File: src/design/tbcw_pkg.sv
// Shared types and constants for the tile blitter with clip window.
// Holds the request, response, queue entry and configuration types.
// No dependencies.
package tbcw_pkg;

    // Signed coordinate wide enough for origin + column + clip origin + scroll
    localparam int XY_W = 18;

    localparam int ADDR_W = 5;

    localparam logic [2:0] REG_CLIP_ENABLE  = 3'd0;
    localparam logic [2:0] REG_CLIP_LEFT    = 3'd1;
    localparam logic [2:0] REG_CLIP_TOP     = 3'd2;
    localparam logic [2:0] REG_CLIP_RIGHT   = 3'd3;
    localparam logic [2:0] REG_CLIP_BOTTOM  = 3'd4;
    localparam logic [2:0] REG_CLIP_SHIFT_X = 3'd5;
    localparam logic [2:0] REG_CLIP_SHIFT_Y = 3'd6;

    localparam logic CMD_BITMAP = 1'b0;
    localparam logic CMD_COLOR  = 1'b1;

    typedef logic signed [XY_W-1:0] coord_t;

    typedef struct packed {
        logic               cmd;
        logic               first;
        logic signed [15:0] origin_x;
        logic signed [15:0] origin_y;
        logic               pixel_bit;
        logic [31:0]        pixel_color;
        logic [31:0]        fg_color;
        logic [31:0]        bg_color;
        logic               skip_background;
        logic [31:0]        key_color;
    } req_t;

    typedef struct packed {
        logic        write_valid;
        logic [15:0] write_address;
        logic [31:0] write_color;
        logic        tile_done;
    } rsp_t;

    typedef struct packed {
        logic               clip_enable;
        logic signed [15:0] clip_left;
        logic signed [15:0] clip_top;
        logic signed [15:0] clip_right;
        logic signed [15:0] clip_bottom;
        logic signed [15:0] clip_shift_x;
        logic signed [15:0] clip_shift_y;
    } cfg_t;

    // Classified pixel handed from the front to the back
    typedef struct packed {
        logic        drawn;
        logic        done;
        logic [31:0] color;
        coord_t      x;
        coord_t      y;
    } entry_t;

    typedef struct packed {
        logic full;
        logic nonempty;
    } q_stat_t;

    function automatic coord_t sext16(logic signed [15:0] v);
        return {{(XY_W-16){v[15]}}, v};
    endfunction

endpackage

File: src/design/tbcw_front.sv
// Front end: accepts pixel words, tracks the tile position and classifies
// each pixel into a queue entry with its screen coordinates.
// Depends on tbcw_pkg.
module tbcw_front #(
    parameter int TILE_SIZE = 8
) (
    input  logic             clk,
    input  logic             rst_n,
    input  logic             req_valid,
    output logic             req_ready,
    input  tbcw_pkg::req_t   req,
    input  tbcw_pkg::cfg_t   cfg,
    input  tbcw_pkg::q_stat_t q_stat,
    output logic             push,
    output tbcw_pkg::entry_t push_entry
);

    localparam int CW = (TILE_SIZE > 1) ? $clog2(TILE_SIZE) : 1;
    localparam logic [CW-1:0] LAST = CW'(TILE_SIZE - 1);

    logic [CW-1:0] col_reg, col_next;
    logic [CW-1:0] row_reg, row_next;
    logic [CW-1:0] col_cur, row_cur;
    tbcw_pkg::coord_t x_base, y_base, x_off, y_off;

    assign req_ready = !q_stat.full;
    assign push      = req_valid && req_ready;

    // A first pixel restarts the tile before it is placed
    assign col_cur = req.first ? '0 : col_reg;
    assign row_cur = req.first ? '0 : row_reg;

    always_comb
    begin
        col_next = col_cur + CW'(1);
        row_next = row_cur;
        if (col_cur == LAST)
        begin
            col_next = '0;
            row_next = (row_cur == LAST) ? '0 : row_cur + CW'(1);
        end
    end

    always_ff @(posedge clk or negedge rst_n)
    begin
        if (!rst_n)
        begin
            col_reg <= '0;
            row_reg <= '0;
        end
        else if (push)
        begin
            col_reg <= col_next;
            row_reg <= row_next;
        end
    end

    always_comb
    begin
        x_base = tbcw_pkg::sext16(req.origin_x) + tbcw_pkg::coord_t'(col_cur);
        y_base = tbcw_pkg::sext16(req.origin_y) + tbcw_pkg::coord_t'(row_cur);
        x_off  = '0;
        y_off  = '0;
        if (cfg.clip_enable)
        begin
            x_off = tbcw_pkg::sext16(cfg.clip_left) + tbcw_pkg::sext16(cfg.clip_shift_x);
            y_off = tbcw_pkg::sext16(cfg.clip_top) + tbcw_pkg::sext16(cfg.clip_shift_y);
        end

        push_entry.x    = x_base + x_off;
        push_entry.y    = y_base + y_off;
        push_entry.done = (col_cur == LAST) && (row_cur == LAST);
        if (req.cmd == tbcw_pkg::CMD_BITMAP)
        begin
            push_entry.drawn = req.pixel_bit || !req.skip_background;
            push_entry.color = req.pixel_bit ? req.fg_color : req.bg_color;
        end
        else
        begin
            push_entry.drawn = req.pixel_color != req.key_color;
            push_entry.color = req.pixel_color;
        end
    end

endmodule

File: src/design/tbcw_queue.sv
// Two-entry queue between the front and back ends.
// Depends on tbcw_pkg.
module tbcw_queue (
    input  logic              clk,
    input  logic              rst_n,
    input  logic              push,
    input  tbcw_pkg::entry_t  push_entry,
    input  logic              pop,
    output tbcw_pkg::entry_t  head,
    output tbcw_pkg::q_stat_t stat
);

    tbcw_pkg::entry_t slot_reg [2];
    logic             wr_ptr_reg, rd_ptr_reg;
    logic [1:0]       level_reg, level_next;

    assign stat.full     = level_reg == 2'd2;
    assign stat.nonempty = level_reg != 2'd0;
    assign head          = slot_reg[rd_ptr_reg];

    always_comb
    begin
        level_next = level_reg;
        if (push && !pop)
            level_next = level_reg + 2'd1;
        else if (pop && !push)
            level_next = level_reg - 2'd1;
    end

    always_ff @(posedge clk or negedge rst_n)
    begin
        if (!rst_n)
        begin
            wr_ptr_reg <= 1'b0;
            rd_ptr_reg <= 1'b0;
            level_reg  <= 2'd0;
        end
        else
        begin
            level_reg <= level_next;
            if (push)
                wr_ptr_reg <= !wr_ptr_reg;
            if (pop)
                rd_ptr_reg <= !rd_ptr_reg;
        end
    end

    always_ff @(posedge clk)
    begin
        if (push)
            slot_reg[wr_ptr_reg] <= push_entry;
    end

endmodule

File: src/design/tbcw_back.sv
// Back end: bounds-checks a queued pixel against the clip window and frame
// buffer, forms the write address and holds the result in the output register.
// Depends on tbcw_pkg.
module tbcw_back #(
    parameter int BUF_WIDTH  = 256,
    parameter int BUF_HEIGHT = 192
) (
    input  logic              clk,
    input  logic              rst_n,
    input  tbcw_pkg::cfg_t    cfg,
    input  tbcw_pkg::entry_t  head,
    input  tbcw_pkg::q_stat_t q_stat,
    output logic              pop,
    output logic              rsp_valid,
    input  logic              rsp_ready,
    output tbcw_pkg::rsp_t    rsp
);

    localparam tbcw_pkg::coord_t X_LIM = tbcw_pkg::coord_t'(BUF_WIDTH);
    localparam tbcw_pkg::coord_t Y_LIM = tbcw_pkg::coord_t'(BUF_HEIGHT);
    localparam logic [15:0] WIDTH16 = 16'(BUF_WIDTH);

    logic           rsp_valid_reg;
    tbcw_pkg::rsp_t rsp_reg, rsp_next;
    logic           in_buf, in_clip, hit;
    logic [15:0]    addr;

    assign pop       = q_stat.nonempty && (!rsp_valid_reg || rsp_ready);
    assign rsp_valid = rsp_valid_reg;
    assign rsp       = rsp_reg;

    always_comb
    begin
        in_buf = (head.x >= 0) && (head.y >= 0) && (head.x < X_LIM) && (head.y < Y_LIM);
        in_clip = 1'b1;
        if (cfg.clip_enable)
            in_clip = (head.x >= tbcw_pkg::sext16(cfg.clip_left))
                   && (head.y >= tbcw_pkg::sext16(cfg.clip_top))
                   && (head.x <= tbcw_pkg::sext16(cfg.clip_right))
                   && (head.y <= tbcw_pkg::sext16(cfg.clip_bottom));
        hit  = head.drawn && in_buf && in_clip;
        // Only the low 16 bits of the address are kept
        addr = 16'(head.y[15:0] * WIDTH16) + head.x[15:0];

        rsp_next.write_valid   = hit;
        rsp_next.write_address = hit ? addr : 16'd0;
        rsp_next.write_color   = hit ? head.color : 32'd0;
        rsp_next.tile_done     = head.done;
    end

    always_ff @(posedge clk or negedge rst_n)
    begin
        if (!rst_n)
            rsp_valid_reg <= 1'b0;
        else if (pop)
            rsp_valid_reg <= 1'b1;
        else if (rsp_ready)
            rsp_valid_reg <= 1'b0;
    end

    always_ff @(posedge clk)
    begin
        if (pop)
            rsp_reg <= rsp_next;
    end

endmodule

File: src/design/tile_blitter_with_clip_window.sv
// Tile blitter with clip window. Takes one tile pixel word per clock in raster
// order while the input is ready and returns one frame-buffer write word per
// pixel, in order. Sustained rate is one pixel per cycle while the output is
// not held off. The accepting edge writes the classified pixel into a two-entry
// queue, and a later edge moves it through bounds check and address multiply
// into the output register once that register is empty or its word is taken.
// The input stays ready while the queue has room, so with the output held off
// the block keeps three words (one in the output register, two queued) and then
// blocks input. Clip registers sit on an APB-style port at byte addresses
// 4*index and must be written only while the block is idle.
module tile_blitter_with_clip_window #(
    parameter int TILE_SIZE  = 8,
    parameter int BUF_WIDTH  = 256,
    parameter int BUF_HEIGHT = 192
) (
    input  logic                          clk,
    input  logic                          rst_n,
    input  logic                          req_valid,
    output logic                          req_ready,
    input  tbcw_pkg::req_t                req,
    output logic                          rsp_valid,
    input  logic                          rsp_ready,
    output tbcw_pkg::rsp_t                rsp,
    input  logic                          psel,
    input  logic                          penable,
    input  logic                          pwrite,
    input  logic [tbcw_pkg::ADDR_W-1:0]   paddr,
    input  logic [31:0]                   pwdata,
    output logic [31:0]                   prdata,
    output logic                          pready
);

    tbcw_pkg::cfg_t    cfg_reg;
    tbcw_pkg::entry_t  push_entry, head;
    tbcw_pkg::q_stat_t q_stat;
    logic              push, pop;
    logic              cfg_wr;
    logic [2:0]        reg_idx;

    assign pready  = 1'b1;
    assign cfg_wr  = psel && penable && pwrite && pready;
    assign reg_idx = paddr[4:2];

    always_ff @(posedge clk or negedge rst_n)
    begin
        if (!rst_n)
            cfg_reg <= '0;
        else if (cfg_wr)
        begin
            case (reg_idx)
                tbcw_pkg::REG_CLIP_ENABLE:  cfg_reg.clip_enable  <= pwdata[0];
                tbcw_pkg::REG_CLIP_LEFT:    cfg_reg.clip_left    <= pwdata[15:0];
                tbcw_pkg::REG_CLIP_TOP:     cfg_reg.clip_top     <= pwdata[15:0];
                tbcw_pkg::REG_CLIP_RIGHT:   cfg_reg.clip_right   <= pwdata[15:0];
                tbcw_pkg::REG_CLIP_BOTTOM:  cfg_reg.clip_bottom  <= pwdata[15:0];
                tbcw_pkg::REG_CLIP_SHIFT_X: cfg_reg.clip_shift_x <= pwdata[15:0];
                tbcw_pkg::REG_CLIP_SHIFT_Y: cfg_reg.clip_shift_y <= pwdata[15:0];
                default: ;
            endcase
        end
    end

    always_comb
    begin
        case (reg_idx)
            tbcw_pkg::REG_CLIP_ENABLE:  prdata = {31'd0, cfg_reg.clip_enable};
            tbcw_pkg::REG_CLIP_LEFT:    prdata = {16'd0, cfg_reg.clip_left};
            tbcw_pkg::REG_CLIP_TOP:     prdata = {16'd0, cfg_reg.clip_top};
            tbcw_pkg::REG_CLIP_RIGHT:   prdata = {16'd0, cfg_reg.clip_right};
            tbcw_pkg::REG_CLIP_BOTTOM:  prdata = {16'd0, cfg_reg.clip_bottom};
            tbcw_pkg::REG_CLIP_SHIFT_X: prdata = {16'd0, cfg_reg.clip_shift_x};
            tbcw_pkg::REG_CLIP_SHIFT_Y: prdata = {16'd0, cfg_reg.clip_shift_y};
            default:                    prdata = 32'd0;
        endcase
    end

    tbcw_front #(
        .TILE_SIZE (TILE_SIZE)
    ) u_front (
        .clk        (clk),
        .rst_n      (rst_n),
        .req_valid  (req_valid),
        .req_ready  (req_ready),
        .req        (req),
        .cfg        (cfg_reg),
        .q_stat     (q_stat),
        .push       (push),
        .push_entry (push_entry)
    );

    tbcw_queue u_queue (
        .clk        (clk),
        .rst_n      (rst_n),
        .push       (push),
        .push_entry (push_entry),
        .pop        (pop),
        .head       (head),
        .stat       (q_stat)
    );

    tbcw_back #(
        .BUF_WIDTH  (BUF_WIDTH),
        .BUF_HEIGHT (BUF_HEIGHT)
    ) u_back (
        .clk       (clk),
        .rst_n     (rst_n),
        .cfg       (cfg_reg),
        .head      (head),
        .q_stat    (q_stat),
        .pop       (pop),
        .rsp_valid (rsp_valid),
        .rsp_ready (rsp_ready),
        .rsp       (rsp)
    );

    // Skipped or clipped pixels carry zero address and color
    a_blank_miss: assert property (@(posedge clk) disable iff (!rst_n)
        rsp_valid && !rsp.write_valid |-> rsp.write_address == 16'd0 && rsp.write_color == 32'd0)
        else $error("missed pixel carries nonzero address or color");

    // A first pixel never closes a tile when TILE_SIZE is above one
    a_first_not_done: assert property (@(posedge clk) disable iff (!rst_n)
        push && req.first |-> !push_entry.done)
        else $error("first pixel marked as tile end");

    // A word pushed without a pop leaves the queue occupied
    a_queue_holds: assert property (@(posedge clk) disable iff (!rst_n)
        push && !pop |=> q_stat.nonempty)
        else $error("queue lost a word");

    // A word popped always lands in the output register
    a_pop_shows: assert property (@(posedge clk) disable iff (!rst_n)
        pop |=> rsp_valid)
        else $error("popped word not presented");

endmodule
File: config.mk
export PLATFORM = sky130hd
export DESIGN_NAME = tile_blitter_with_clip_window
export DESIGN_NICKNAME = d
export VERILOG_FILES = /design/src/design/tbcw_pkg.sv /design/src/design/tbcw_front.sv /design/src/design/tbcw_queue.sv /design/src/design/tbcw_back.sv /design/src/design/tile_blitter_with_clip_window.sv
export SDC_FILE = /design/constraint.sdc
export NUM_CORES = 1
export LEC_CHECK = 0
export ABC_AREA = 1
export BUFFER_PORTS_ARGS = -buffer_cell sky130_fd_sc_hd__buf_2
export CORE_ASPECT_RATIO = 0.6
export CORE_MARGIN = 2
export CORE_UTILIZATION = 30
export DETAILED_ROUTE_END_ITERATION = 8
export MAX_ROUTING_LAYER = met4
export PLACE_DENSITY = 0.49
export SKIP_LAST_GASP = 1
export SLEW_MARGIN = 15
export SYNTH_ARGS = -nofsm -noshare
export SYNTH_HDL_FRONTEND = slang
export SYNTH_SLANG_ARGS = --single-unit
export TNS_END_PERCENT = 20
File: constraint.sdc
create_clock -name clk -period 5.8 [get_ports clk]
set_input_delay 1.74 -clock clk [delete_from_list [all_inputs] [get_ports clk]]
set_output_delay 1.74 -clock clk [all_outputs]
set_load 0.01 [all_outputs]
==> results.json, run 1 <==
{
  "finalSetupTns_ns": 0,
  "numPlacedInstances": 3187,
  "grt_overflow": 0,
  "die_y_microns": 197.4,
  "die_x_microns": 326.4,
  "slew_headroom": 0.2331,
  "syn_area_sq_um": 18710,
  "fin_cells": 3245,
  "grt_pass1_vias": 14403,
  "initial_core_util": 0.3052,
  "cts-buffers-inserted": 31,
  "seq_area_sq_um": 8412,
  "cp.arrival_ns": 3.48,
  "finalHoldViolations": 0,
  "cts_tree": "done",
  "cts-hold-fix-buffers": 0,
  "p_leak_nw": 10.28,
  "yosysWarnings": 0,
  "grt_max_degree": 64,
  "drv_slew": 0,
  "drt_iter0_markers": 1213,
  "synth_edf_count": 190,
  "synth_ff_type": "edfxtp_1",
  "die_area_sq_um": 64450,
  "worstSkewPairLatency_ns": 0.58,
  "via_per_inst": 4.778,
  "avgRoutedWirePerCell_microns": 18.46,
  "outcome": "complete, no violations",
  "clkTransAtPathRegs_ns": 0.06,
  "dpl_cell_area_sq_um": 20930,
  "fin_hold_ws_ns": 0.4819,
  "postSynth.asyncResetShare": 0.3624,
  "endpoint_kind": "primary output",
  "multiInputGateArea_sq_um": 8941,
  "syn_to_final_growth_pct": 17.02,
  "largest_reg_flops": 140,
  "tightest_slew_ns": 1.148,
  "clockRootBuffer": "clkbuf_16",
  "postCtsSetupBuffers": 0,
  "min_path_type": "flop to flop",
  "synth-seq-cells": 298,
  "rsz0062_at_grt": "no",
  "track_usage": 0.1858,
  "drive_gt1_frac": 0.1587,
  "num_io_pins": 293,
  "critPathLaunchType": "primary input",
  "fin_nets": 2763,
  "gp_congestion": 0.8998,
  "clockBufferDepth": 3,
  "ys_types": 54,
  "cp-startpoint": "paddr[2]",
  "num_vias": 15505,
  "ant_nets": 0,
  "n_fill_cell": 6289,
  "fmax_mhz": 191.7,
  "hpwl_mm": 47.05,
  "r2r_start": "cfg_reg[0]",
  "ir_worst_vdd_v": 0.0002253,
  "ys_seq_area_frac": 0.4494,
  "synth_area_per_cell_sq_um": 8.751,
  "fin_skew_ns": 0.01996,
  "cts_max_level": 1,
  "ctsResizeCount": 0,
  "period_needed_ns": 5.216,
  "rows": 70,
  "firstDrtPassIters": 8,
  "port_buffers": 257,
  "clock_sinks": 298,
  "core_sq_um": 61310,
  "cap_viol_max_count": 0,
  "final_area_sq_um": 21890,
  "power_density_nw_per_um2": 430.6,
  "synthCells": 2138,
  "crit_required_ns": 4.06,
  "routed_wl_mm": 59.91,
  "crit_type": "primary input to primary output",
  "crit_fanout": 15,
  "finalSetupViolCount": 0,
  "finalCritPeriodShare": 0.8993,
  "drc": 0,
  "grt_pass1_wl_mm": 88.39,
  "grt_antenna_before_repair": 3,
  "hp-start": "cfg_reg[53]"
}
## cell usage in the layout, fill, tap and decap left out, types with 4 or more instances in the layout
cell type,netlist,layout
fa_1,7,7
nand4_1,21,21
nor3_1,14,14
nand2_2,6,7
buf_4,17,22
xor2_1,61,61
ha_1,156,156
a21o_1,7,7
conb_1,2,17
nor4_1,11,11
nor3_2,5,5
inv_1,271,271
or2_2,25,25
a21boi_0,5,5
buf_2,13,256
a21oi_1,177,176
xnor2_1,25,25
o21ai_0,144,144
o21bai_1,5,5
a31oi_1,10,10
o2111ai_1,13,13
nand2_1,459,458
edfxtp_1,190,190
clkinv_2,0,6
o22ai_1,17,17
o221ai_1,4,4
dfrtp_1,108,107
nor2_4,9,11
nor2_1,174,171
clkbuf_1,35,11
a22oi_1,19,19
mux2i_1,33,33
clkbuf_16,0,31
nand3_1,52,52
## path summary, 6_finish.rpt
kind | to | slack, ns | depth (start not counted)
hold / removal | cfg_reg[53] | 0.48 | 2
min in group asynchronous | cfg_reg[32] | 1.19 | 1
max in group asynchronous | cfg_reg[60] | 3.80 | 2
setup reg to reg | u_queue.slot_reg[0][17] | 1.55 | 20
hold reg to reg | cfg_reg[53] | 0.48 | 2
setup / recovery | prdata[4] | 0.58 | 8
## stage by stage
step                total power [mW]  setup WS, ns    util
floorplan                      6.110        0.4499       -
global placement               7.449        0.3347  0.3414
detailed placement             7.542        0.3541  0.3414
CTS                            9.511        0.6672  0.3570
global route                   10.18        0.4069  0.3571
finish                         9.428        0.5839  0.3571
## Yosys cell counts, types with 3 or more instances
| cell type | n | area share |
|---|---|---|
| fa_1 | 7 | 0.0075 |
| nand2_2 | 6 | 0.0020 |
| dfrtp_1 | 108 | 0.14 |
| a21boi_0 | 5 | 0.0020 |
| buf_1 | 4 | 0.00080 |
| a31oi_1 | 10 | 0.0033 |
| o21ai_0 | 144 | 0.039 |
| inv_1 | 271 | 0.054 |
| a22oi_1 | 19 | 0.0076 |
| o2111ai_1 | 13 | 0.0061 |
| buf_4 | 17 | 0.0068 |
| xor2_1 | 61 | 0.029 |
| a221oi_1 | 3 | 0.0014 |
| clkbuf_1 | 35 | 0.0070 |
| nor2_4 | 9 | 0.0054 |
| a211oi_1 | 3 | 0.0012 |
| a21oi_1 | 177 | 0.047 |
| nor4_1 | 11 | 0.0037 |
| nor3_2 | 5 | 0.0027 |
| o221ai_1 | 4 | 0.0019 |
| buf_6 | 5 | 0.0030 |
| nand2_1 | 459 | 0.092 |
| o21bai_1 | 5 | 0.0020 |
| a21o_1 | 7 | 0.0028 |
| o21ai_1 | 3 | 0.00080 |
| nand4_1 | 21 | 0.0070 |
| mux2i_1 | 33 | 0.018 |
| nand3_1 | 52 | 0.014 |
| nor2_1 | 174 | 0.035 |
| edfxtp_1 | 190 | 0.30 |
| ha_1 | 156 | 0.10 |
| o31ai_1 | 3 | 0.0012 |
| or2_2 | 25 | 0.0084 |
| o22ai_1 | 17 | 0.0057 |
| o21a_1 | 3 | 0.0012 |
| buf_2 | 13 | 0.0035 |
| nor3_1 | 14 | 0.0037 |
| xnor2_1 | 25 | 0.012 |
## final cells by class
| type | instances | share of cell area |
|---|---|---|
| multi-input cells | 1504 | 0.4084 |
| clock buffers | 44 | 0.03857 |
| clock inverters | 11 | 0.004972 |
| diodes | 3 | 0.0003429 |
| repair buffers | 281 | 0.06880 |
| well taps | 828 | 0.04732 |
| inverters | 276 | 0.04743 |
| flip-flops and latches | 298 | 0.3842 |
## cell families after synthesis
logic type / synth area share
AO/OA/AOI/OAI: 0.1253
AND/OR/NAND/NOR: 0.1777
flip-flops: 0.4494
XOR/XNOR: 0.04026
adder cells (fa/ha/maj): 0.1118
multiplexers: 0.01765
other: 0.0004014
buffers and inverters: 0.07744
## critical path, stage by stage
cell	delay, ns
buf_2	0.13
inv_1	0.09
nor3_1	0.38
inv_1	0.44
o22ai_1	0.24
a21oi_1	0.08
o2111ai_1	0.16
buf_2	0.20
## metal layers
| metal | track usage | up-vias | routed length [microns] |
|---|---|---|---|
| met5 | - | - | 0 |
| met4 | 0.03398 | 0 | 1083 |
| met3 | 0.04478 | 62 | 4109 |
| met2 | 0.2586 | 394 | 24500 |
| met1 | 0.2725 | 7367 | 30220 |
| li1 | - | 7682 | - |
## report_power, final
part           switching, mW  leakage, nW  internal [mW]
registers              0.353         3.14           3.02
clock network          0.834        0.472           1.10
logic                   2.71         6.67           1.41
total                   3.90         10.3           5.53
Power figures use the tool's default switching activity.
==> run 2: changes to the inputs <==
--- a/config.mk
+++ b/config.mk
@@ -8,7 +8,7 @@
 export ABC_AREA = 1
 export BUFFER_PORTS_ARGS = -buffer_cell sky130_fd_sc_hd__buf_2
 export CORE_ASPECT_RATIO = 0.6
-export CORE_MARGIN = 2
+export CORE_MARGIN = 10
 export CORE_UTILIZATION = 30
 export DETAILED_ROUTE_END_ITERATION = 8
 export MAX_ROUTING_LAYER = met4
==> constraint.sdc (replaced) <==
create_clock -name clk -period 6.7 [get_ports clk]
set_input_delay 2.01 -clock clk [delete_from_list [all_inputs] [get_ports clk]]
set_output_delay 2.01 -clock clk [all_outputs]
set_load 0.01 [all_outputs]
==> results.json, run 2 (synthesis gave the netlist of run 1 again) <==
{
  "outcome": "complete, no violations",
  "die_y_microns": 213.4,
  "place_ws_ns": 0.9832,
  "finalSetupTns_ns": 0,
  "ir_worst_vdd_v": 0.0002105,
  "critPathLaunchType": "primary input",
  "cp.arrival_ns": 3.77,
  "crit_fanout": 17,
  "endpoint_kind": "primary output",
  "port_buffers": 257,
  "clkTransAtPathRegs_ns": 0.06,
  "clockBufferDepth": 3,
  "finalSetupViolCount": 0,
  "p_leak_nw": 10.24,
  "avgRoutedWirePerCell_microns": 19.24,
  "final_area_sq_um": 21830,
  "ctsResizeCount": 0,
  "min_path_type": "flop to flop",
  "ant_nets": 0,
  "die_x_microns": 342.4,
  "fin_nets": 2759,
  "fin_hold_ws_ns": 0.4818,
  "drive_gt1_frac": 0.1586,
  "crit_required_ns": 4.69,
  "num_vias": 15550,
  "tightest_slew_ns": 1.178,
  "gp_congestion": 0.8918,
  "setup_ws_ns": 0.9191,
  "grt_pass1_wl_mm": 92.11,
  "grt_max_degree": 59,
  "slew_headroom": 0.2125,
  "power_density_nw_per_um2": 373.3,
  "drt_iter0_markers": 1359,
  "drv_slew": 0,
  "fin_skew_ns": 0.01215,
  "track_usage": 0.1689,
  "rows": 70,
  "final_common_cell": "nand2_1",
  "rsz0062_at_grt": "no",
  "n_fill_cell": 6318,
  "num_io_pins": 293,
  "core_sq_um": 61310,
  "dpl_cell_area_sq_um": 20880,
  "cap_viol_max_count": 0,
  "largest_reg_flops": 140,
  "syn_to_final_growth_pct": 16.70,
  "firstDrtPassIters": 5,
  "period_needed_ns": 5.781,
  "crit_type": "primary input to primary output",
  "via_per_inst": 4.796,
  "layout_common_cells": "nand2_1 (458), inv_1 (271), buf_2 (256), edfxtp_1 (190), a21oi_1 (176)",
  "initial_core_util": 0.3052,
  "fmax_mhz": 173.0,
  "grt_antenna_before_repair": 6,
  "die_area_sq_um": 73080,
  "drc": 0,
  "routed_wl_mm": 62.38,
  "cts_max_level": 1,
  "postCtsSetupBuffers": 0,
  "clockRootBuffer": "clkbuf_16",
  "clock_sinks": 298,
  "finalHoldViolations": 0,
  "cts-buffers-inserted": 31,
  "grt_pass1_vias": 15051,
  "finalCritPeriodShare": 0.8628,
  "worstSkewPairLatency_ns": 0.57,
  "grt_overflow": 0,
  "hpwl_mm": 49.00,
  "cts-hold-fix-buffers": 0,
  "cts_tree": "done"
}
[run 2: cell count changes in the layout (fill, tap and decap cells not counted), sizes merged]
cell / delta
clkbuf: -7
diode: +2
inv: -1
buf: -4
clkinv: +4
clkinvlp: +3
[run 2: final timing paths]
| path | cells past startpoint | startpoint | to | slack [ns] |
|---|---|---|---|---|
| min in group asynchronous | 1 | rst_n | cfg_reg[48] | 1.54 |
| max in group asynchronous | 2 | rst_n | cfg_reg[62] | 3.97 |
| worst min-delay path | 1 | u_queue.level_reg[0] | u_queue.level_reg[0] | 0.48 |
| worst min register to register | 1 | u_queue.level_reg[0] | u_queue.level_reg[0] | 0.48 |
| worst max register to register | 16 | u_queue.rd_ptr_reg | u_back.rsp[40] | 1.95 |
| worst max-delay path | 7 | paddr[3] | prdata[1] | 0.92 |
[run 2: per-stage QoR]
step                      utilization  std cells  power [mW]
after floorplan                     -       2153       5.289
after global placement         0.3406       3183       6.453
after detailed placement       0.3406       3183       6.541
after CTS                      0.3559       3237       8.222
after global routing           0.3561       3242       8.816
final                          0.3561       3242       8.152
[run 2: routing by layer]
layer  global-route usage  routed length (microns)
met5                    -                        0
met4              0.03084                      984
met3              0.05062                     5491
met2               0.2436                    26570
met1               0.2331                    29340
[run 2: layout make-up]
type,count,area (sq um),share of cell area
Multi-Input combinational cell,1504,8944,0.4096
Sequential cell,298,8412,0.3853
Timing Repair Buffer,277,1451,0.06647
Inverter,276,1039,0.04756
Tap cell,828,1036,0.04745
Clock buffer,37,798.3,0.03656
Clock inverter,17,142.6,0.006533
Antenna cell,5,12.51,0.0005730
[run 2: where the power goes]
part,internal [mW],switching [mW]
sequential,2.62,0.324
clock,0.921,0.730
combinational,1.22,2.34
total,4.76,3.40
[run 2: worst max-delay path, stage by stage]
cell      delay, ns
buf_2          0.13
nor2_1         0.07
nand2_1        0.67
o21ai_0        0.17
a221oi_1       0.26
o221ai_1       0.23
buf_2          0.22
==> run 3: changes to the inputs <==
--- a/config.mk
+++ b/config.mk
@@ -5,7 +5,6 @@
 export SDC_FILE = /design/constraint.sdc
 export NUM_CORES = 1
 export LEC_CHECK = 0
-export ABC_AREA = 1
 export BUFFER_PORTS_ARGS = -buffer_cell sky130_fd_sc_hd__buf_2
 export CORE_ASPECT_RATIO = 0.6
 export CORE_MARGIN = 10
==> results.json, run 3 <==
{
  "fin_nets": 2363,
  "firstDrtPassIters": 5,
  "initial_core_util": 0.3059,
  "yosys-top-cells-area": "edfxtp_1 (30%), dfrtp_1 (14%), ha_1 (10%)",
  "synth_top_area_frac": 0.3038,
  "track_usage": 0.1673,
  "synth-seq-cells": 298,
  "crit_required_ns": 4.69,
  "synthCells": 1750,
  "grt_pass1_vias": 14050,
  "tightest_slew_ns": 1.108,
  "min_to": "u_front.row_reg[2]",
  "finalCritPeriodShare": 0.8613,
  "num_vias": 14368,
  "ys_seq_area_frac": 0.4477,
  "grt_overflow": 0,
  "ctsResizeCount": 0,
  "rows": 70,
  "cpMaxStageDelayCell": "nor2b_1",
  "cap_viol_max_count": 0,
  "routed_wl_mm": 62.15,
  "crit_type": "primary input to primary output",
  "die_x_microns": 343.0,
  "finalSetupViolCount": 0,
  "avgRoutedWirePerCell_microns": 21.83,
  "syn_area_sq_um": 18780,
  "yosysMostFrequentCell": "edfxtp_1",
  "reg2reg_depth": 18,
  "cts_tree": "done",
  "die_y_microns": 213.8,
  "numPlacedInstances": 2784,
  "crit_fanout": 31,
  "grt_pass1_wl_mm": 90.86,
  "total_power_mw": 9.109,
  "r2r_end": "u_queue.slot_reg[0][33]",
  "worstSkewPairLatency_ns": 0.53,
  "drt_iter0_markers": 1175,
  "drive_gt1_frac": 0.2195,
  "grt_max_degree": 67,
  "cp_top_family": "simple AND/OR/NAND/NOR gates",
  "core_sq_um": 61400,
  "outcome": "complete, no violations",
  "yosysWarnings": 0,
  "drc": 0,
  "synth_area_per_cell_sq_um": 10.73,
  "ir_worst_vdd_v": 0.0001611,
  "drv_slew": 0,
  "clkTransAtPathRegs_ns": 0.05,
  "fin_skew_ns": 0.02523,
  "grt_antenna_before_repair": 2,
  "gp_congestion": 0.8800,
  "num_io_pins": 293,
  "fin_cells": 2847,
  "cts_max_level": 2,
  "worstPathCellList": "buf_2, nor2b_1, nand2_1, o21ai_0, a22oi_1, o21ai_0, buf_2",
  "syn_to_final_growth_pct": 17.37,
  "ys_types": 69,
  "port_buffers": 257,
  "min_path_type": "flop to flop",
  "cts-buffers-inserted": 34,
  "min_path_cells": 2,
  "clock_sinks": 298,
  "layout_common_cells": "buf_2 (256), edfxtp_1 (190), ha_1 (156), nand2_1 (128), o21ai_0 (123)",
  "largest_reg_flops": 140,
  "final_area_sq_um": 22040,
  "slowest_delay_ns": 0.56,
  "dpl_cell_area_sq_um": 20930,
  "finalHoldViolations": 0,
  "synth_ff_type": "edfxtp_1",
  "worst-path-buf-inv": 2,
  "cts-hold-fix-buffers": 0,
  "cp-startpoint": "paddr[4]",
  "ant_nets": 0,
  "finalSetupTns_ns": 0,
  "yosys-top-cells-count": "edfxtp_1 (190), ha_1 (156), nand2_1 (128)",
  "clockRootBuffer": "clkbuf_16",
  "endpoint_kind": "primary output",
  "synth_largest_area_cell": "edfxtp_1",
  "critPathLaunchType": "primary input",
  "clockBufferDepth": 3,
  "rrSetupSlack_ns": 2.05,
  "hp-start": "u_front.row_reg[2]",
  "p_leak_nw": 9.366,
  "r2r_start": "cfg_reg[80]",
  "hpwl_mm": 48.70,
  "rsz0062_at_grt": "no",
  "slew_headroom": 0.2615,
  "period_needed_ns": 5.770,
  "postCtsSetupBuffers": 0,
  "die_area_sq_um": 73340,
  "fmax_mhz": 173.3,
  "via_per_inst": 5.047,
  "final_common_cell": "buf_2",
  "cp.arrival_ns": 3.76,
  "synth_edf_count": 190,
  "power_density_nw_per_um2": 413.2,
  "postSynth.asyncResetShare": 0.3624
}
[run 3: cell types whose count changed in the layout (fill, tap and decap cells not counted), sizes merged, moves of 35 or more]
cell    before  now
nand2      465  128
inv        275  106
xnor2       25   83
mux2i       33   95
nor2       184   86
mux2         0   90
a211oi       3   60
nand3       52   17
a21oi      177   94
[run 3: area by class of cell]
class | count | area [sq um]
multi-input combinational | 1277 | 9661
antenna | 1 | 2.502
timing repair buffer | 274 | 1416
clock inverter | 13 | 123.9
clock buffer | 49 | 991.0
fill | 6159 | 39350
inverter | 107 | 401.6
tap | 828 | 1036
sequential | 298 | 8413
[run 3: cells by family after synthesis]
| group | after synthesis | synth area share |
|---|---|---|
| compound gates | 390 | 0.1332 |
| xor+xnor | 118 | 0.05503 |
| fa+ha+maj | 163 | 0.1114 |
| buf+inv | 190 | 0.04250 |
| flops | 298 | 0.4477 |
| mux | 186 | 0.1058 |
| other cells | 2 | 0.0003999 |
| simple gates | 403 | 0.1040 |
[run 3: worst register-to-register path, cell delays in order, from the launching register on]
cell     delay, ns
dfrtp_1       0.43
ha_1          0.28
inv_1         0.08
fa_1          0.38
nor2b_1       0.21
o21ai_0       0.16
a21oi_1       0.30
nor2_1        0.11
o21ai_0       0.22
xnor2_1       0.15
nor2_1        0.07
ha_1          0.41
nand4_1       0.15
nor2_1        0.30
nand3_1       0.11
or3_1         0.31
and3_1        0.16
nor2_1        0.21
xor2_1        0.38
[run 3: how the worst max path moves through the flow]
stage,to,slack [ns],depth (start not counted)
2_1_floorplan,u_queue.slot_reg[0][0],1.02,3
3_3_place_gp,u_queue.slot_reg[0][33],0.72,16
3_5_place_dp,u_queue.slot_reg[0][33],0.55,16
4_1_cts,prdata[6],0.96,7
5_1_grt,u_queue.slot_reg[0][33],0.80,16
6_report,prdata[6],0.93,7
[run 3: metrics by stage]
stage	worst slack, ns	utilization	hold WS (ns)
floorplan	1.020	-	0.4407
global placement	0.7193	0.3409	0.4561
detailed placement	0.5508	0.3409	0.4610
CTS	0.9561	0.3590	0.4772
global route	0.7963	0.3591	0.5150
finish	0.9295	0.3591	0.4733
[run 3: power breakdown]
| part | switching (mW) | internal (mW) |
|---|---|---|
| clock | 0.766 | 1.11 |
| sequential | 0.340 | 2.70 |
| combinational | 2.59 | 1.61 |
[run 3: per-layer routing]
layer | routed length (microns) | vias up | part of all wire | track usage
li1 | - | 6905 | - | -
met1 | 30860 | 7096 | 0.50 | 0.2475
met2 | 27040 | 311 | 0.44 | 0.2408
met3 | 3344 | 56 | 0.054 | 0.02363
met4 | 905 | 0 | 0.015 | 0.03085
met5 | 0 | - | 0 | -
